[src/rtl/core/srec_pkg.sv]
// Shared types and constants for the S3 record loader.
`default_nettype none
package srec_pkg;

	localparam logic [24:0] IMAGE_BYTES = 25'd16777216;

	localparam logic [7:0] CH_S   = 8'h53;
	localparam logic [7:0] CH_3   = 8'h33;
	localparam logic [7:0] CH_NL  = 8'h0a;
	localparam logic [7:0] CH_0   = 8'h30;
	localparam logic [7:0] CH_9   = 8'h39;
	localparam logic [7:0] CH_UA  = 8'h41;
	localparam logic [7:0] CH_UF  = 8'h46;
	localparam logic [7:0] CH_LA  = 8'h61;
	localparam logic [7:0] CH_LF  = 8'h66;

	localparam logic [7:0] COUNT_MIN = 8'd5;
	localparam logic [7:0] SUM_GOOD  = 8'hff;

	localparam logic [1:0] KIND_DATA  = 2'd0;
	localparam logic [1:0] KIND_OK    = 2'd1;
	localparam logic [1:0] KIND_FATAL = 2'd2;

	localparam logic [2:0] ERR_NONE   = 3'd0;
	localparam logic [2:0] ERR_NOT_S  = 3'd1;
	localparam logic [2:0] ERR_SUM    = 3'd2;
	localparam logic [2:0] ERR_RANGE  = 3'd3;
	localparam logic [2:0] ERR_HEX    = 3'd4;
	localparam logic [2:0] ERR_COUNT  = 3'd5;

	localparam int EVQ_DEPTH = 2;
	localparam int OUTQ_DEPTH = 2;

	typedef enum logic [2:0] {
		ROLE_COUNT,
		ROLE_ADDR,
		ROLE_ADDR_LAST,
		ROLE_DATA,
		ROLE_CHECK,
		ROLE_FATAL
	} role_t;

	typedef struct packed {
		role_t       role;
		logic [7:0]  value;
		logic [2:0]  code;
	} event_t;

	typedef struct packed {
		logic [1:0]  kind;
		logic [23:0] byte_address;
		logic [7:0]  byte_value;
		logic [2:0]  error_code;
	} result_t;

endpackage
`default_nettype wire

[src/rtl/core/srec_fifo.sv]
// Small register queue used between the loader stages and at the result side.
`default_nettype none
module srec_fifo #(
	parameter int WIDTH = 8,
	parameter int DEPTH = 2
) (
	input  wire logic             clk,
	input  wire logic             arst_n,
	input  wire logic             push,
	input  wire logic [WIDTH-1:0] wdata,
	output logic                  full,
	input  wire logic             pop,
	output logic [WIDTH-1:0]      rdata,
	output logic                  empty
);

	localparam int PW = (DEPTH > 1) ? $clog2(DEPTH) : 1;
	localparam int CW = $clog2(DEPTH + 1);
	localparam logic [PW-1:0] LAST = PW'(DEPTH - 1);
	localparam logic [CW-1:0] FULL_COUNT = CW'(DEPTH);

	logic [WIDTH-1:0] mem_q [DEPTH];
	logic [PW-1:0]    wr_ptr_q;
	logic [PW-1:0]    rd_ptr_q;
	logic [CW-1:0]    count_q;
	logic             do_push;
	logic             do_pop;

	assign full    = (count_q == FULL_COUNT);
	assign empty   = (count_q == '0);
	assign do_push = push && !full;
	assign do_pop  = pop && !empty;
	assign rdata   = mem_q[rd_ptr_q];

	always_ff @(posedge clk or negedge arst_n) begin
		if (!arst_n) begin
			wr_ptr_q <= '0;
			rd_ptr_q <= '0;
			count_q  <= '0;
		end else begin
			if (do_push) begin
				wr_ptr_q <= (wr_ptr_q == LAST) ? '0 : wr_ptr_q + 1'b1;
			end
			if (do_pop) begin
				rd_ptr_q <= (rd_ptr_q == LAST) ? '0 : rd_ptr_q + 1'b1;
			end
			if (do_push && !do_pop) begin
				count_q <= count_q + 1'b1;
			end else if (do_pop && !do_push) begin
				count_q <= count_q - 1'b1;
			end
		end
	end

	always_ff @(posedge clk) begin
		if (do_push) begin
			mem_q[wr_ptr_q] <= wdata;
		end
	end

endmodule
`default_nettype wire

[src/rtl/core/srec_front.sv]
// Character front end: line framing, hex pairing and byte role tagging.
`default_nettype none
module srec_front
	import srec_pkg::*;
(
	input  wire logic       clk,
	input  wire logic       arst_n,
	input  wire logic       accept,
	input  wire logic [7:0] character,
	output logic            ev_push,
	output event_t          ev_data
);

	localparam logic [2:0] PH_LINE = 3'd0;
	localparam logic [2:0] PH_TYPE = 3'd1;
	localparam logic [2:0] PH_SKIP = 3'd2;
	localparam logic [2:0] PH_REC  = 3'd3;
	localparam logic [2:0] PH_TAIL = 3'd4;
	localparam logic [2:0] PH_DEAD = 3'd5;

	function automatic logic [4:0] hex_decode(input logic [7:0] ch);
		logic [7:0] d;
		d = 8'h00;
		case (ch) inside
			[CH_0:CH_9]: begin
				d = ch - CH_0;
				return {1'b1, d[3:0]};
			end
			[CH_UA:CH_UF]: begin
				d = ch - CH_UA + 8'd10;
				return {1'b1, d[3:0]};
			end
			[CH_LA:CH_LF]: begin
				d = ch - CH_LA + 8'd10;
				return {1'b1, d[3:0]};
			end
			default: return 5'b0_0000;
		endcase
	endfunction

	logic [2:0] phase_q;
	logic       pend_q;
	logic [3:0] high_q;
	logic [7:0] count_q;
	logic [7:0] seen_q;

	logic [2:0] phase_d;
	logic       pend_d;
	logic [3:0] high_d;
	logic [7:0] count_d;
	logic [7:0] seen_d;
	logic [4:0] hex;
	logic [7:0] byte_v;

	assign hex    = hex_decode(character);
	assign byte_v = {high_q, hex[3:0]};

	always_comb begin
		phase_d       = phase_q;
		pend_d        = pend_q;
		high_d        = high_q;
		count_d       = count_q;
		seen_d        = seen_q;
		ev_push       = 1'b0;
		ev_data.role  = ROLE_FATAL;
		ev_data.value = byte_v;
		ev_data.code  = ERR_NONE;
		if (accept) begin
			case (phase_q)
				PH_LINE: begin
					if (character != CH_S) begin
						ev_push      = 1'b1;
						ev_data.code = ERR_NOT_S;
						phase_d      = PH_DEAD;
					end else begin
						phase_d = PH_TYPE;
					end
				end
				PH_TYPE: begin
					if (character == CH_3) begin
						phase_d = PH_REC;
						pend_d  = 1'b0;
						seen_d  = '0;
					end else if (character == CH_NL) begin
						phase_d = PH_LINE;
					end else begin
						phase_d = PH_SKIP;
					end
				end
				PH_REC: begin
					if (!hex[4]) begin
						ev_push      = 1'b1;
						ev_data.code = ERR_HEX;
						phase_d      = PH_DEAD;
					end else if (!pend_q) begin
						high_d = hex[3:0];
						pend_d = 1'b1;
					end else begin
						pend_d  = 1'b0;
						seen_d  = seen_q + 1'b1;
						ev_push = 1'b1;
						if (seen_q == 8'd0) begin
							count_d = byte_v;
							if (byte_v < COUNT_MIN) begin
								ev_data.code = ERR_COUNT;
								phase_d      = PH_DEAD;
							end else begin
								ev_data.role = ROLE_COUNT;
							end
						end else if (seen_q < 8'd4) begin
							ev_data.role = ROLE_ADDR;
						end else if (seen_q == 8'd4) begin
							ev_data.role = ROLE_ADDR_LAST;
						end else if (seen_q < count_q) begin
							ev_data.role = ROLE_DATA;
						end else begin
							ev_data.role = ROLE_CHECK;
							phase_d      = PH_TAIL;
						end
					end
				end
				PH_SKIP, PH_TAIL: begin
					if (character == CH_NL) begin
						phase_d = PH_LINE;
					end
				end
				PH_DEAD: begin
					phase_d = PH_DEAD;
				end
				default: begin
					phase_d = PH_LINE;
				end
			endcase
		end
	end

	always_ff @(posedge clk or negedge arst_n) begin
		if (!arst_n) begin
			phase_q <= PH_LINE;
			pend_q  <= 1'b0;
			high_q  <= '0;
			count_q <= '0;
			seen_q  <= '0;
		end else begin
			phase_q <= phase_d;
			pend_q  <= pend_d;
			high_q  <= high_d;
			count_q <= count_d;
			seen_q  <= seen_d;
		end
	end

endmodule
`default_nettype wire

[src/rtl/core/srec_back.sv]
// Record back end: checksum, address offset, range check and result build.
`default_nettype none
module srec_back
	import srec_pkg::*;
#(
	parameter logic [24:0] IMAGE_SIZE = IMAGE_BYTES
) (
	input  wire logic        clk,
	input  wire logic        arst_n,
	input  wire logic        wr_en,
	input  wire logic [31:0] wr_data,
	input  wire logic        ev_empty,
	input  wire event_t      ev_data,
	output logic             ev_pop,
	input  wire logic        out_full,
	output logic             out_push,
	output result_t          out_data
);

	logic [31:0] base_q;
	logic        fatal_q;
	logic [7:0]  sum_q;
	logic [23:0] addr_q;
	logic [24:0] limit_q;
	logic [23:0] wp_q;
	logic        range_q;

	logic        res_valid;
	logic [7:0]  sum_next;
	logic [31:0] image_addr;

	assign ev_pop     = !ev_empty && !out_full;
	assign out_push   = ev_pop && res_valid && !fatal_q;
	assign sum_next   = sum_q + ev_data.value;
	assign image_addr = {addr_q, ev_data.value} + base_q;

	always_comb begin
		res_valid             = 1'b0;
		out_data.kind         = KIND_DATA;
		out_data.byte_address = '0;
		out_data.byte_value   = '0;
		out_data.error_code   = ERR_NONE;
		case (ev_data.role)
			ROLE_DATA: begin
				res_valid             = range_q;
				out_data.byte_address = wp_q;
				out_data.byte_value   = ev_data.value;
			end
			ROLE_CHECK: begin
				res_valid = 1'b1;
				if (sum_next != SUM_GOOD) begin
					out_data.kind       = KIND_FATAL;
					out_data.error_code = ERR_SUM;
				end else if (!range_q) begin
					out_data.kind       = KIND_FATAL;
					out_data.error_code = ERR_RANGE;
				end else begin
					out_data.kind = KIND_OK;
				end
			end
			ROLE_FATAL: begin
				res_valid           = 1'b1;
				out_data.kind       = KIND_FATAL;
				out_data.error_code = ev_data.code;
			end
			default: begin
				res_valid = 1'b0;
			end
		endcase
	end

	always_ff @(posedge clk or negedge arst_n) begin
		if (!arst_n) begin
			base_q  <= '0;
			fatal_q <= 1'b0;
			sum_q   <= '0;
			addr_q  <= '0;
			limit_q <= '0;
			wp_q    <= '0;
			range_q <= 1'b0;
		end else begin
			if (wr_en) begin
				base_q <= wr_data;
			end
			if (ev_pop && !fatal_q) begin
				case (ev_data.role)
					ROLE_COUNT: begin
						sum_q   <= ev_data.value;
						addr_q  <= '0;
						range_q <= 1'b0;
						limit_q <= IMAGE_SIZE - 25'(ev_data.value - COUNT_MIN);
					end
					ROLE_ADDR: begin
						sum_q  <= sum_next;
						addr_q <= {addr_q[15:0], ev_data.value};
					end
					ROLE_ADDR_LAST: begin
						sum_q   <= sum_next;
						wp_q    <= image_addr[23:0];
						range_q <= (image_addr <= {7'd0, limit_q});
					end
					ROLE_DATA: begin
						sum_q <= sum_next;
						if (range_q) begin
							wp_q <= wp_q + 1'b1;
						end
					end
					ROLE_CHECK: begin
						sum_q <= sum_next;
						if (sum_next != SUM_GOOD || !range_q) begin
							fatal_q <= 1'b1;
						end
					end
					ROLE_FATAL: begin
						fatal_q <= 1'b1;
					end
					default: begin
						fatal_q <= fatal_q;
					end
				endcase
			end
		end
	end

endmodule
`default_nettype wire

[src/rtl/core/srec_s3_record_loader_unit.sv]
// Top level of the S3 record loader: front end, event queue, back end, result queue.
//
//   channel   direction  handshake       payload
//   input     in         push / full     character
//   result    out        pop / empty     kind, byte_address, byte_value, error_code
//   config    in         wr_en           wr_data (base offset)
//
// One character per cycle is taken while full is low; a result reaches the ports
// through the event queue and then the result queue, both of them registered.
// Reset is asynchronous and needs no clearing pass; the block is ready at once.
// full rises only when the two-entry event queue fills, which happens when
// the result queue is held full by a consumer that does not pop.
`default_nettype none
module srec_s3_record_loader_unit
	import srec_pkg::*;
#(
	parameter logic [24:0] IMAGE_SIZE = IMAGE_BYTES
) (
	input  wire logic        clk,
	input  wire logic        arst_n,
	input  wire logic        push,
	output logic             full,
	input  wire logic [7:0]  character,
	input  wire logic        pop,
	output logic             empty,
	output logic [1:0]       kind,
	output logic [23:0]      byte_address,
	output logic [7:0]       byte_value,
	output logic [2:0]       error_code,
	input  wire logic        wr_en,
	input  wire logic [31:0] wr_data
);

	logic    accept;
	logic    ev_push;
	event_t  ev_in;
	event_t  ev_out;
	logic    ev_empty;
	logic    ev_pop;
	logic    out_full;
	logic    out_push;
	result_t res_in;
	result_t res_out;

	assign accept       = push && !full;
	assign kind         = res_out.kind;
	assign byte_address = res_out.byte_address;
	assign byte_value   = res_out.byte_value;
	assign error_code   = res_out.error_code;

	srec_front u_front (
		.clk       (clk),
		.arst_n    (arst_n),
		.accept    (accept),
		.character (character),
		.ev_push   (ev_push),
		.ev_data   (ev_in)
	);

	srec_fifo #(
		.WIDTH ($bits(event_t)),
		.DEPTH (EVQ_DEPTH)
	) u_evq (
		.clk    (clk),
		.arst_n (arst_n),
		.push   (ev_push),
		.wdata  (ev_in),
		.full   (full),
		.pop    (ev_pop),
		.rdata  (ev_out),
		.empty  (ev_empty)
	);

	srec_back #(
		.IMAGE_SIZE (IMAGE_SIZE)
	) u_back (
		.clk      (clk),
		.arst_n   (arst_n),
		.wr_en    (wr_en),
		.wr_data  (wr_data),
		.ev_empty (ev_empty),
		.ev_data  (ev_out),
		.ev_pop   (ev_pop),
		.out_full (out_full),
		.out_push (out_push),
		.out_data (res_in)
	);

	srec_fifo #(
		.WIDTH ($bits(result_t)),
		.DEPTH (OUTQ_DEPTH)
	) u_outq (
		.clk    (clk),
		.arst_n (arst_n),
		.push   (out_push),
		.wdata  (res_in),
		.full   (out_full),
		.pop    (pop),
		.rdata  (res_out),
		.empty  (empty)
	);

endmodule
`default_nettype wire
[config.mk]
export PLATFORM = sky130hd
export DESIGN_NAME = srec_s3_record_loader_unit
export DESIGN_NICKNAME = d
export VERILOG_FILES = /design/src/rtl/core/srec_pkg.sv /design/src/rtl/core/srec_fifo.sv /design/src/rtl/core/srec_front.sv /design/src/rtl/core/srec_back.sv /design/src/rtl/core/srec_s3_record_loader_unit.sv
export SDC_FILE = /design/constraint.sdc
export NUM_CORES = 1
export LEC_CHECK = 0
export BUFFER_PORTS_ARGS = -buffer_cell sky130_fd_sc_hd__buf_2
export CAP_MARGIN = 20
export CORE_AREA = 2 2 155 157
export CTS_CLUSTER_DIAMETER = 80
export CTS_CLUSTER_SIZE = 30
export DETAILED_ROUTE_END_ITERATION = 16
export DIE_AREA = 0 0 157 159
export PLACE_DENSITY = 0.78
export SLEW_MARGIN = 20
export SYNTH_ARGS = -nofsm -noshare
export SYNTH_HDL_FRONTEND = slang
export SYNTH_SLANG_ARGS = --single-unit
export TNS_END_PERCENT = 30
[constraint.sdc]
create_clock -name clk -period 5.52 [get_ports clk]
set_input_delay 0.552 -clock clk [delete_from_list [all_inputs] [get_ports clk]]
set_output_delay 0.552 -clock clk [all_outputs]
set_load 0.02 [all_outputs]
Word-level counts from Yosys, hierarchy flattened
Memory sizes are Yosys's and may differ from the RTL's.
Index checks and enable logic that the tools add are counted.
{"block": "op_classes", "div": 0, "mux": 70, "bitwise_logic": 1, "n_addsub": 19, "n_shift": 0, "n_reduce_logical": 54, "n_eq_ne": 28, "n_mul": 0, "order_cmp": 10}
{"cell": "24-bit one-hot mux with 2 select lines", "n": 2}
{"cell": "3-bit 2-to-1 mux", "n": 24}
{"cell": "32-bit adder", "n": 1}
{"cell": "32-bit by 25-bit <= comparator with 1-bit output", "n": 1}
{"cell": "32-bit 2-to-1 mux", "n": 1}
{"cell": "8-bit one-hot mux with 2 select lines", "n": 2}
{"cell": "25-bit subtractor (first input constant)", "n": 1}
{"cell": "24-bit by 1-bit adder with 24-bit output (second input constant)", "n": 1}
{"cell": "24-bit 2-to-1 mux", "n": 1}
{"cell": "8-bit 2-to-1 mux", "n": 3}
{"cell": "1-bit 2-to-1 mux", "n": 17}
{"cell": "8-bit by 7-bit greater-or-equal comparator with 1-bit output (second input constant)", "n": 2}
{"cell": "8-bit by 7-bit <= comparator with 1-bit output (second input constant)", "n": 2}
{"cell": "1-bit logical AND", "n": 16}
{"cell": "8-bit by 3-bit less-than comparator with 1-bit output (second input constant)", "n": 2}
{"cell": "2-bit 2-to-1 mux", "n": 8}
{"cell": "4-bit != test (second input constant)", "n": 4}
{"cell": "2-bit nonzero test", "n": 8}
{"cell": "5-bit 2-to-1 mux", "n": 3}
{"cell": "3-bit one-hot mux with 5 select lines", "n": 1}
{"cell": "3-bit by 2-bit == test with 1-bit output (second input constant)", "n": 4}
{"cell": "3-bit == test (second input constant)", "n": 4}
{"cell": "2-bit by 1-bit != test with 1-bit output (second input constant)", "n": 6}
{"cell": "3-bit one-hot mux with 2 select lines", "n": 2}
{"cell": "34 further kinds", "n": 66}
{"block": "word_totals", "latch_bits": 0, "memories": 2, "output_inout_bits": 39, "ff_bits": 147, "in_bits": 45, "word_cells": 202, "romBits": 0, "ram_bits": 102}
{"memory": "u_outq.mem_q", "depth": 2, "word_bits": 37, "rd": 1, "rd_clocked_by_memory_dff": 0, "write_ports": 1, "line_no": "srec_fifo.sv:22", "rtl": "logic [WIDTH-1:0] mem_q [DEPTH];"}
{"memory": "u_evq.mem_q", "depth": 2, "word_bits": 14, "rd": 1, "rd_clocked_by_memory_dff": 0, "write_ports": 1, "line_no": "srec_fifo.sv:22"}

Depth between registers and ports, before layout
Gate-level depths: netlist of the first run.
{"block": "depth", "depth_word": 13, "depth_mapped": 22, "ltp_nobuf": 21}

Cells and area by module
A second synthesis of the first run with hierarchy kept.
{"block": "unflattened", "hier_cells": 1311, "area_unflattened_um2": 13945.9}
{"module": "srec_back", "area_each_um2": 7827.5, "n_inst": 1, "cells_per_inst": 903}
{"module": "srec_fifo at u_outq", "area_each_um2": 2949.1, "n_inst": 1, "cells_per_inst": 134}
{"module": "srec_front", "area_each_um2": 1895.6, "n_inst": 1, "cells_per_inst": 210}
{"module": "srec_fifo at u_evq", "area_each_um2": 1260.0, "n_inst": 1, "cells_per_inst": 63}
{"module": "srec_s3_record_loader_unit", "area_each_um2": 13.8, "n_inst": 1, "cells_per_inst": 1}

Worst setup path before layout of the first run
OpenSTA, ideal clock, no wires.
{"block": "synth_timing", "path_type": "reg2reg", "from": "register u_evq.rd_ptr_q", "to": "register u_back.range_q", "path_slack_ns": 0.741, "t_required_ns": 5.416, "t_arrival_ns": 4.676, "path_buffers": 2, "setup_ns": 0.104, "stages_incl_launch_ff": 21, "synth_period_minus_slack_ns": 4.779, "cell_sequence": "dfrtp_1 -> buf_6 -> buf_2 -> mux2i_1 -> inv_1 -> ha_1 -> a211oi_1 -> o211ai_1 -> and2_1 -> a31oi_1 -> o21ai_0 -> xor2_1 -> ha_1 -> nand4_1 -> nor3_1 -> a21boi_1 -> o41ai_1 -> a21oi_1 -> nor4_1 -> o2111ai_1 -> o41ai_2"}
{"block": "synth_between", "elab_chain_len": 4, "word_cells_on_any_way": 8}
{"element": "from (decl)", "line_no": "srec_fifo.sv:24", "rtl": "logic [PW-1:0] rd_ptr_q;"}
{"element": "from (signal assigned)", "line_no": "srec_fifo.sv:45", "rtl": "rd_ptr_q <= (rd_ptr_q == LAST) ? '0 : rd_ptr_q + 1'b1;"}
{"element": "memory read 2 x 14 bit (*)"}
{"element": "32-bit adder, or another cell as far along", "line_no": "srec_back.sv:35", "rtl": "assign image_addr = {addr_q, ev_data.value} + base_q;"}
{"element": "32-bit by 25-bit <= comparator with 1-bit output or 2-bit nonzero test (tied branches)"}
{"element": "1-bit one-hot mux with 2 select lines or 2-bit AND reduction (tied branches)"}
{"element": "to (signal assigned)", "line_no": "srec_back.sv:100", "rtl": "range_q <= (image_addr <= {7'd0, limit_q});"}
{"element": "to (decl)", "line_no": "srec_back.sv:26", "rtl": "logic range_q;"}
Mark *: on every way between the ends. The rest lies on a longest branch, timed or not.
A chain may end at the register's enable or synchronous reset.

Final worst setup path of the first run
Same ends and word-level chain as after synthesis.

==> summary.md, run 1 <==
| Metric | Value |
|---|---|
| Crit start category | `flop` |
| Final ANT Viol Nets | `0` |
| Syn_area_per_cell | `10.4 um2` |
| DP Area | `between 10000 and 15000 um2` |
| GRT met1 Usage | `37.7%` |
| Placed insts | `between 1500 and 2000` |
| FP Rows | `56` |
| RSZ-0062 raised after global routing | `false` |
| Fmax achieved | `0.193 GHz` |
| Post-Layout Cell Count | `1730` |
| Sequential share of the synthesized area | `47.9%` |
| Clock sink count | `244` |
| Post-Syn Instances | `1333` |
| Initial DRC Count | `between 600 and 700` |
| Final Max Slew Viols | `0` |
| Synth top area cells | `dfrtp_1 26%, edfxtp_1 22%, ha_1 7.7%` |
| Max cap viols | `0` |
| Die ar. | `between 20000 and 25000 um2` |
| Data arrival, critical path | `roughly 5.6 ns` |
| Tightest Pin Transition | `1.05 ns` |
| Vias in the first global route | `9786` |
| CP required | `5.93 ns` |
| Post-layout instance area | `15100 um2` |
| Drt pass-1 iters | `6` |
| Status | `finished clean` |
| P_leak | `6.58 nW` |
| Nets@finish | `1535` |
| Die height | `159 um` |
| Peak VDD IR | `about 0.29 mV` |
| Multi-input combinational cell area | `approximately 6700 um2` |
| Worst-case clock skew | `0.0141 ns` |
| P&R area growth vs syn | `9.35%` |
| Ys flop type | `dfrtp_1` |
| Drt wl/cell | `18.3 um` |
| PostCTS Resize Cnt | `0` |
| # port buffers | `83` |
| H-tree Lvls | `1` |
| Final Critical Period | `5.18 ns` |
| DR vias/cell | `between 5 and 6` |
| Core Region | `23200 um2` |
| GRT overflow | `0` |
| Ys async rst share | `59.0%` |
| Endpoints failing hold | `0` |
| Pwr Density | `481 nW/um2` |
| Starting density of the core | `59.5%` |
| Register area | `roughly 6600 um2` |
| Final setup margin | `about 0.34 ns` |
| First-pass GRT wire length | `51300 um` |
| Remaining DRCs | `0` |
| Crit path capture type | `flop` |
| Final setup fails | `0` |
| Initial antenna violation count | `0` |
| Mapped Area | `13800 um2` |
| Largest net degree at the start of global routing | `100` |
| Period utilization | `93.8%` |
| Filler cells | `1836` |
| Syn_nets | `1465` |
| Library cells used by synthesis | `slightly below 90` |
| Detailed Place HPWL | `23500 um` |
| Crit path kind | `reg2reg` |
| Postcts setup bufs | `0` |
| Worst min-delay path class | `in2async` |
| Leading area contributor after synthesis | `dfrtp_1` |
| M2 GR Usage | `39.8%` |
| Gr usage total | `between 20% and 30%` |
| Most Crowded Layer GR | `met2` |
| Share of cells above drive strength 1 | `16.4%` |
| CTS clk-pin slew, worst paths | `0.10 ns` |
| Hold buffer count at cts | `0` |
| Synth top area share | `between 20% and 30%` |
| Pre-CTS setup slack | `0.505 ns` |
| Num CTS Buffers | `14` |
| Final Wtd Congestion | `0.950` |
| Yosys reg bits | `244` |
| CP max FO | `8` |
| Vias | `between 10000 and 15000` |
| Clk Tree Root Cell | `clkbuf_16` |
| Yosys warnings | `0` |
| Worst skew pair latency | `slightly above 0.5 ns` |
| Clock Path Buffers | `3` |
| Final wirelength | `31600 um` |
| Setup TNS | `0 ns` |
| Diodes inserted | `0` |
| # IOs | `84` |
| Final Core Density | `about two thirds` |
| Normalized max-slew margin | `roughly 30%` |
| Routing usage on met3 | `3.67%` |
| Chip width | `157 um` |
| CTS tree | `yes` |
| Post-synth EDFFs | `100` |
==> Yosys cell counts, drive strengths merged, types with 7 or more instances <==
library cell	count
clkbuf	43
nand3	51
mux2	73
dfrtp	144
inv	70
o21ai	67
a31oi	12
a21o	39
ha	85
o31ai	13
xor2	25
mux2i	17
xnor2	36
o22ai	14
nand2	140
nor2	89
edfxtp	100
nor2b	9
o21bai	8
and3	13
nor3	26
buf	9
and2	27
o211ai	7
nand4	18
a21oi	100
==> layout make-up <==
type	count	area share [%]
Multi-Input combinational cell	967	44.7
Sequential cell	244	43.8
Inverter	70	1.74
Clock inverter	8	0.672
Clock buffer	16	2.51
Timing Repair Buffer	106	3.94
Tap cell	319	2.65
==> layer usage <==
metal  part of all wire [%]  wire, um
met5                      0         0
met4                    2.9       906
met3                    6.7      2130
met2                     45     14300
met1                     45     14300
==> where the power goes <==
group	internal, W	switching (W)
Sequential	0.00231	0.000362
Combinational	0.00137	0.00202
Clock	0.000537	0.000661
Total	0.00421	0.00304
==> flip-flops by register name (all words and copies together), names as in the netlist, 2 cells and up <==
register         cells
u_back.addr_q       24
u_front.phase_q      3
u_back.limit_q      22
u_front.seen_q       8
u_evq.mem_q         26
u_back.wp_q         24
u_outq.mem_q        74
u_front.high_q       4
u_evq.count_q        2
u_back.sum_q         8
u_front.count_q      8
u_outq.count_q       2
u_back.base_q       32
==> stage by stage <==
step	hold slack, ns	power, W
after floorplan	0.256	0.00509
after global placement	0.459	0.00593
after detailed placement	0.467	0.00602
after CTS	0.201	0.00723
after global routing	0.222	0.00777
final	0.129	0.00725
==> final timing paths <==
kind,startpoint,end,slack (ns),depth (start not counted)
setup / recovery,u_evq.rd_ptr_q,u_back.range_q,0.34,18
hold / removal,arst_n,u_front.phase_q[1],0.13,1
setup reg to reg,u_evq.rd_ptr_q,u_back.range_q,0.34,18
hold reg to reg,u_back.limit_q[22],u_back.limit_q[22],0.48,1
max in group asynchronous,arst_n,u_back.limit_q[22],4.21,2
min in group clk,wr_data[14],u_back.base_q[14],0.27,2
==> critical path, stage by stage (launching register included) <==
cell	delay [ns]
dfrtp_1	0.53
mux2i_4	0.29
inv_2	0.16
ha_1	0.23
inv_1	0.07
fa_1	0.40
nor2b_1	0.18
o31a_1	0.19
o21ai_1	0.10
a211o_1	0.33
o31a_1	0.35
xnor2_1	0.37
ha_1	0.33
a21o_1	0.17
a2111oi_0	0.39
a21oi_1	0.17
nor4_1	0.31
o2111ai_1	0.18
o41ai_2	0.33
==> kinds of logic (layout without fill, tap and decap cells) <==
kind of cell             count (synthesis)  count (layout)  share of synthesized area (%)
buffers and inverters                  122             200                           3.44
adder cells (fa/ha/maj)                 87              87                           8.00
XOR/XNOR                                61              61                           3.87
multiplexers                            90              90                           7.45
AO/OA/AOI/OAI                          318             318                           14.9
flip-flops                             244             244                           47.9
AND/OR/NAND/NOR                        411             411                           14.5
==> layout by cell type, fill, tap and decap left out, types with 6 or more instances in the layout <==
master / n
clkbuf_16: 15
nor2_1: 86
xor2_1: 25
inv_1: 67
edfxtp_1: 100
nand3_1: 49
buf_4: 23
and2_1: 26
ha_1: 85
xnor2_1: 36
mux2_2: 72
o31ai_1: 13
a21o_1: 39
nor2b_1: 8
o211ai_1: 6
or3_1: 6
a31oi_1: 11
nand4_1: 18
a21oi_1: 98
nor3_1: 23
and4_1: 6
dfrtp_1: 144
o21ai_0: 54
o21bai_1: 8
and3_1: 12
mux2i_1: 12
nand2_1: 140
o22ai_1: 14
o21ai_1: 13
a211o_1: 6
buf_2: 82
nand2b_1: 6
No activity file was read; power rests on OpenSTA's default activity.
==> inputs of run 2 (changes only) <==
--- a/config.mk
+++ b/config.mk
@@ -7,12 +7,14 @@
 export LEC_CHECK = 0
 export BUFFER_PORTS_ARGS = -buffer_cell sky130_fd_sc_hd__buf_2
 export CAP_MARGIN = 20
-export CORE_AREA = 2 2 155 157
+export CELL_PAD_IN_SITES_DETAIL_PLACEMENT = 0
+export CELL_PAD_IN_SITES_GLOBAL_PLACEMENT = 1
+export CORE_AREA = 2 2 171 173
 export CTS_CLUSTER_DIAMETER = 80
 export CTS_CLUSTER_SIZE = 30
 export DETAILED_ROUTE_END_ITERATION = 16
-export DIE_AREA = 0 0 157 159
-export PLACE_DENSITY = 0.78
+export DIE_AREA = 0 0 173 175
+export PLACE_DENSITY = 0.81
 export SLEW_MARGIN = 20
 export SYNTH_ARGS = -nofsm -noshare
 export SYNTH_HDL_FRONTEND = slang
==> run 2 against run 1 <==
Compared with the run above: clock-buffer cell count decreased by 1; sequential share of layout area fell by 0.35 points; critical path type unchanged; combinational power about the same; routed wire length is 3.1% higher; die area is 21% higher.
==> summary.md, run 2 (synthesis gave the netlist of run 1 again) <==
| Metric | Value |
|---|---|
| Clock sink count | `244 (unchanged)` |
| Final setup margin | `0.412 ns (+0.0708 ns)` |
| CP max FO | `8 (unchanged)` |
| Final Wtd Congestion | `0.945 (-0.52%)` |
| P_leak | `6.60 nW (+0.33%)` |
| Final wirelength | `32600 um (+3.1%)` |
| Crit path kind | `reg2reg` |
| PostCTS Resize Cnt | `0 (unchanged)` |
| Crit start category | `flop` |
| Endpoints failing hold | `0 (unchanged)` |
| P&R area growth vs syn | `10.2%` |
| Peak VDD IR | `0.233 mV (-20%)` |
| Clock Path Buffers | `3 (unchanged)` |
| Crit path capture type | `flop` |
| Most frequent cells in the layout | `144 x dfrtp_1, 140 x nand2_1, 100 x edfxtp_1` |
| Remaining DRCs | `0 (unchanged)` |
| DR vias/cell | `5.65 (-5.6%)` |
| Pre-CTS setup slack | `0.498 ns (-0.00737 ns)` |
| Biggest register | `u_outq.mem_q` |
| Worst skew pair latency | `0.51 ns (about the same)` |
| Internal power | `0.00424 W (+0.72%)` |
| Final Core Density | `53.6% (-11 points)` |
| Pwr Density | `479 nW/um2 (-0.30%)` |
| Fmax achieved | `0.196 GHz (+1.4%)` |
| Tightest Pin Transition | `1.02 ns (-0.0337 ns)` |
| Hold buffer count at cts | `0 (unchanged)` |
| Crit path cell chain | `mux2i_4, inv_2, ha_1, inv_1, fa_1, nor2b_1, o31a_1, o21ai_1, a211o_1, o31a_1, xnor2_1, ha_1, a21o_1, a2111oi_0, a21oi_1, nor4_1, o2111ai_1, o41ai_2` |
| GRT overflow | `0 (unchanged)` |
| Setup TNS | `0 ns (unchanged)` |
| Max cap viols | `0 (unchanged)` |
| Vias | `10200 (-1.9%)` |
| Drt wl/cell | `18.1 um (-0.81%)` |
| Normalized max-slew margin | `31.8% (+2.3 points)` |
| Period utilization | `92.5% (-1.3 points)` |
| Final ANT Viol Nets | `0 (unchanged)` |
| Max FFs per register | `74 (unchanged)` |
| Register share of total power | `36.5% (-0.3 points)` |
| RSZ-0062 raised after global routing | `false` |
| Drt pass-1 iters | `6 (unchanged)` |
| Worst-case clock skew | `0.0172 ns (+0.00308 ns)` |
| Final Max Slew Viols | `0 (unchanged)` |
| CP required | `5.94 ns (about the same)` |
| Detailed Place HPWL | `24500 um (+4.3%)` |
| # port buffers | `83 (unchanged)` |
| Status | `finished clean` |
| Diodes inserted | `0 (unchanged)` |
| CTS clk-pin slew, worst paths | `0.11 ns (about the same)` |
| Die height | `175 um (+10%)` |
| Initial DRC Count | `873 (+25%)` |
| First-pass GRT wire length | `53000 um (+3.2%)` |
| H-tree Lvls | `1 (unchanged)` |
| # IOs | `84 (unchanged)` |
| Net Sw Power | `0.00305 W (+0.20%)` |
| CP max stage cell | `dfrtp_1` |
| Share of cells above drive strength 1 | `16.4% (+0.036 points)` |
| Vias in the first global route | `9805 (+0.19%)` |
| Nets@finish | `1538 (+0.20%)` |
| FP Rows | `62 (+11%)` |
| Switch share | `41.8% (-0.13 points)` |
| Core Region | `28400 um2 (+22%)` |
| Clk network pwr share | `16.7% (+0.2 points)` |
| Clk Tree Root Cell | `clkbuf_16` |
| Die ar. | `30300 um2 (+21%)` |
| Final Critical Period | `5.11 ns (-0.0708 ns)` |
| Comb power frac | `46.8% (about the same)` |
| Postcts setup bufs | `0 (unchanged)` |
| Chip width | `173 um (+10%)` |
| Data arrival, critical path | `5.52 ns (-0.07 ns)` |
| Slowest stage delay, CP | `0.52 ns (about the same)` |
| Commonest non-fill, non-tap cell in the layout | `dfrtp_1` |
| Num CTS Buffers | `14 (unchanged)` |
| Initial antenna violation count | `0 (unchanged)` |
| Final setup fails | `0 (unchanged)` |
| Starting density of the core | `48.6% (-11 points)` |
| Largest net degree at the start of global routing | `96 (-4.0%)` |
| Largest registers | `u_outq.mem_q: 74 flops, u_back.base_q: 32 flops, u_evq.mem_q: 26 flops` |
| Worst min-delay path class | `in2async` |
| CTS tree | `yes` |
| Gr usage total | `21.7% (-3.9 points)` |
==> run 2: cell count changes in the layout (fill, tap and decap cells not counted), moves of 2 or more <==
cell	before	now
inv_6	0	2
buf_4	23	25
inv_16	3	1
inv_8	0	2
==> run 2: stage by stage <==
stage / std cells / total power [W] / hold slack (ns) / area, um2
2_1_floorplan: 1333 / 0.00509 / 0.256 / 13800
3_3_place_gp: 1773 / 0.00600 / 0.461 / 14700
3_5_place_dp: 1773 / 0.00606 / 0.462 / 14700
4_1_cts: 1797 / 0.00730 / 0.185 / 15200
5_1_grt: 1798 / 0.00782 / 0.199 / 15200
6_report: 1798 / 0.00729 / 0.125 / 15200
==> run 2: final timing paths <==
check / startpoint / to / slack (ns) / cells after the start
worst max-delay path: u_evq.rd_ptr_q / u_back.range_q / 0.41 / 18
worst min-delay path: arst_n / u_back.wp_q[15] / 0.13 / 1
worst max register to register: u_evq.rd_ptr_q / u_back.range_q / 0.41 / 18
worst min register to register: u_back.addr_q[22] / u_back.addr_q[22] / 0.48 / 2
max in group asynchronous: arst_n / u_back.addr_q[19] / 4.12 / 2
min in group clk: wr_data[6] / u_back.base_q[6] / 0.27 / 2
==> run 2: cell type report <==
cell class,count,area [um2]
Fill cell,2594,13200
Multi-Input combinational cell,967,6740
Sequential cell,244,6610
Timing Repair Buffer,109,629
Tap cell,384,480
Clock buffer,15,354
Inverter,70,263
Clock inverter,9,139
==> run 2: worst max-delay path, delay by kind of cell (launching register included) <==
| kind | cells | cell delay (ns) |
|---|---|---|
| xor+xnor | 1 | 0.36 |
| fa+ha+maj | 3 | 0.96 |
| compound gates | 9 | 2.22 |
| mux | 1 | 0.26 |
| buf+inv | 2 | 0.24 |
| flops | 1 | 0.52 |
| simple gates | 2 | 0.47 |
==> run 2: per-layer routing <==
layer,vias to the layer above,GRT usage [%],wire [um]
met5,-,0,0
met4,0,4.48,452
met1,4901,32.2,15900
met2,248,34.6,14700
li1,4976,-,-
met3,35,2.50,1650
==> run 2: power groups by stage <==
stage	clock, W	combinational, W	sequential (W)
2_1_floorplan	0	0.00253	0.00256
3_3_place_gp	0	0.00331	0.00269
3_5_place_dp	0	0.00336	0.00270
4_1_cts	0.00126	0.00338	0.00266
5_1_grt	0.00131	0.00379	0.00272
6_report	0.00122	0.00341	0.00266
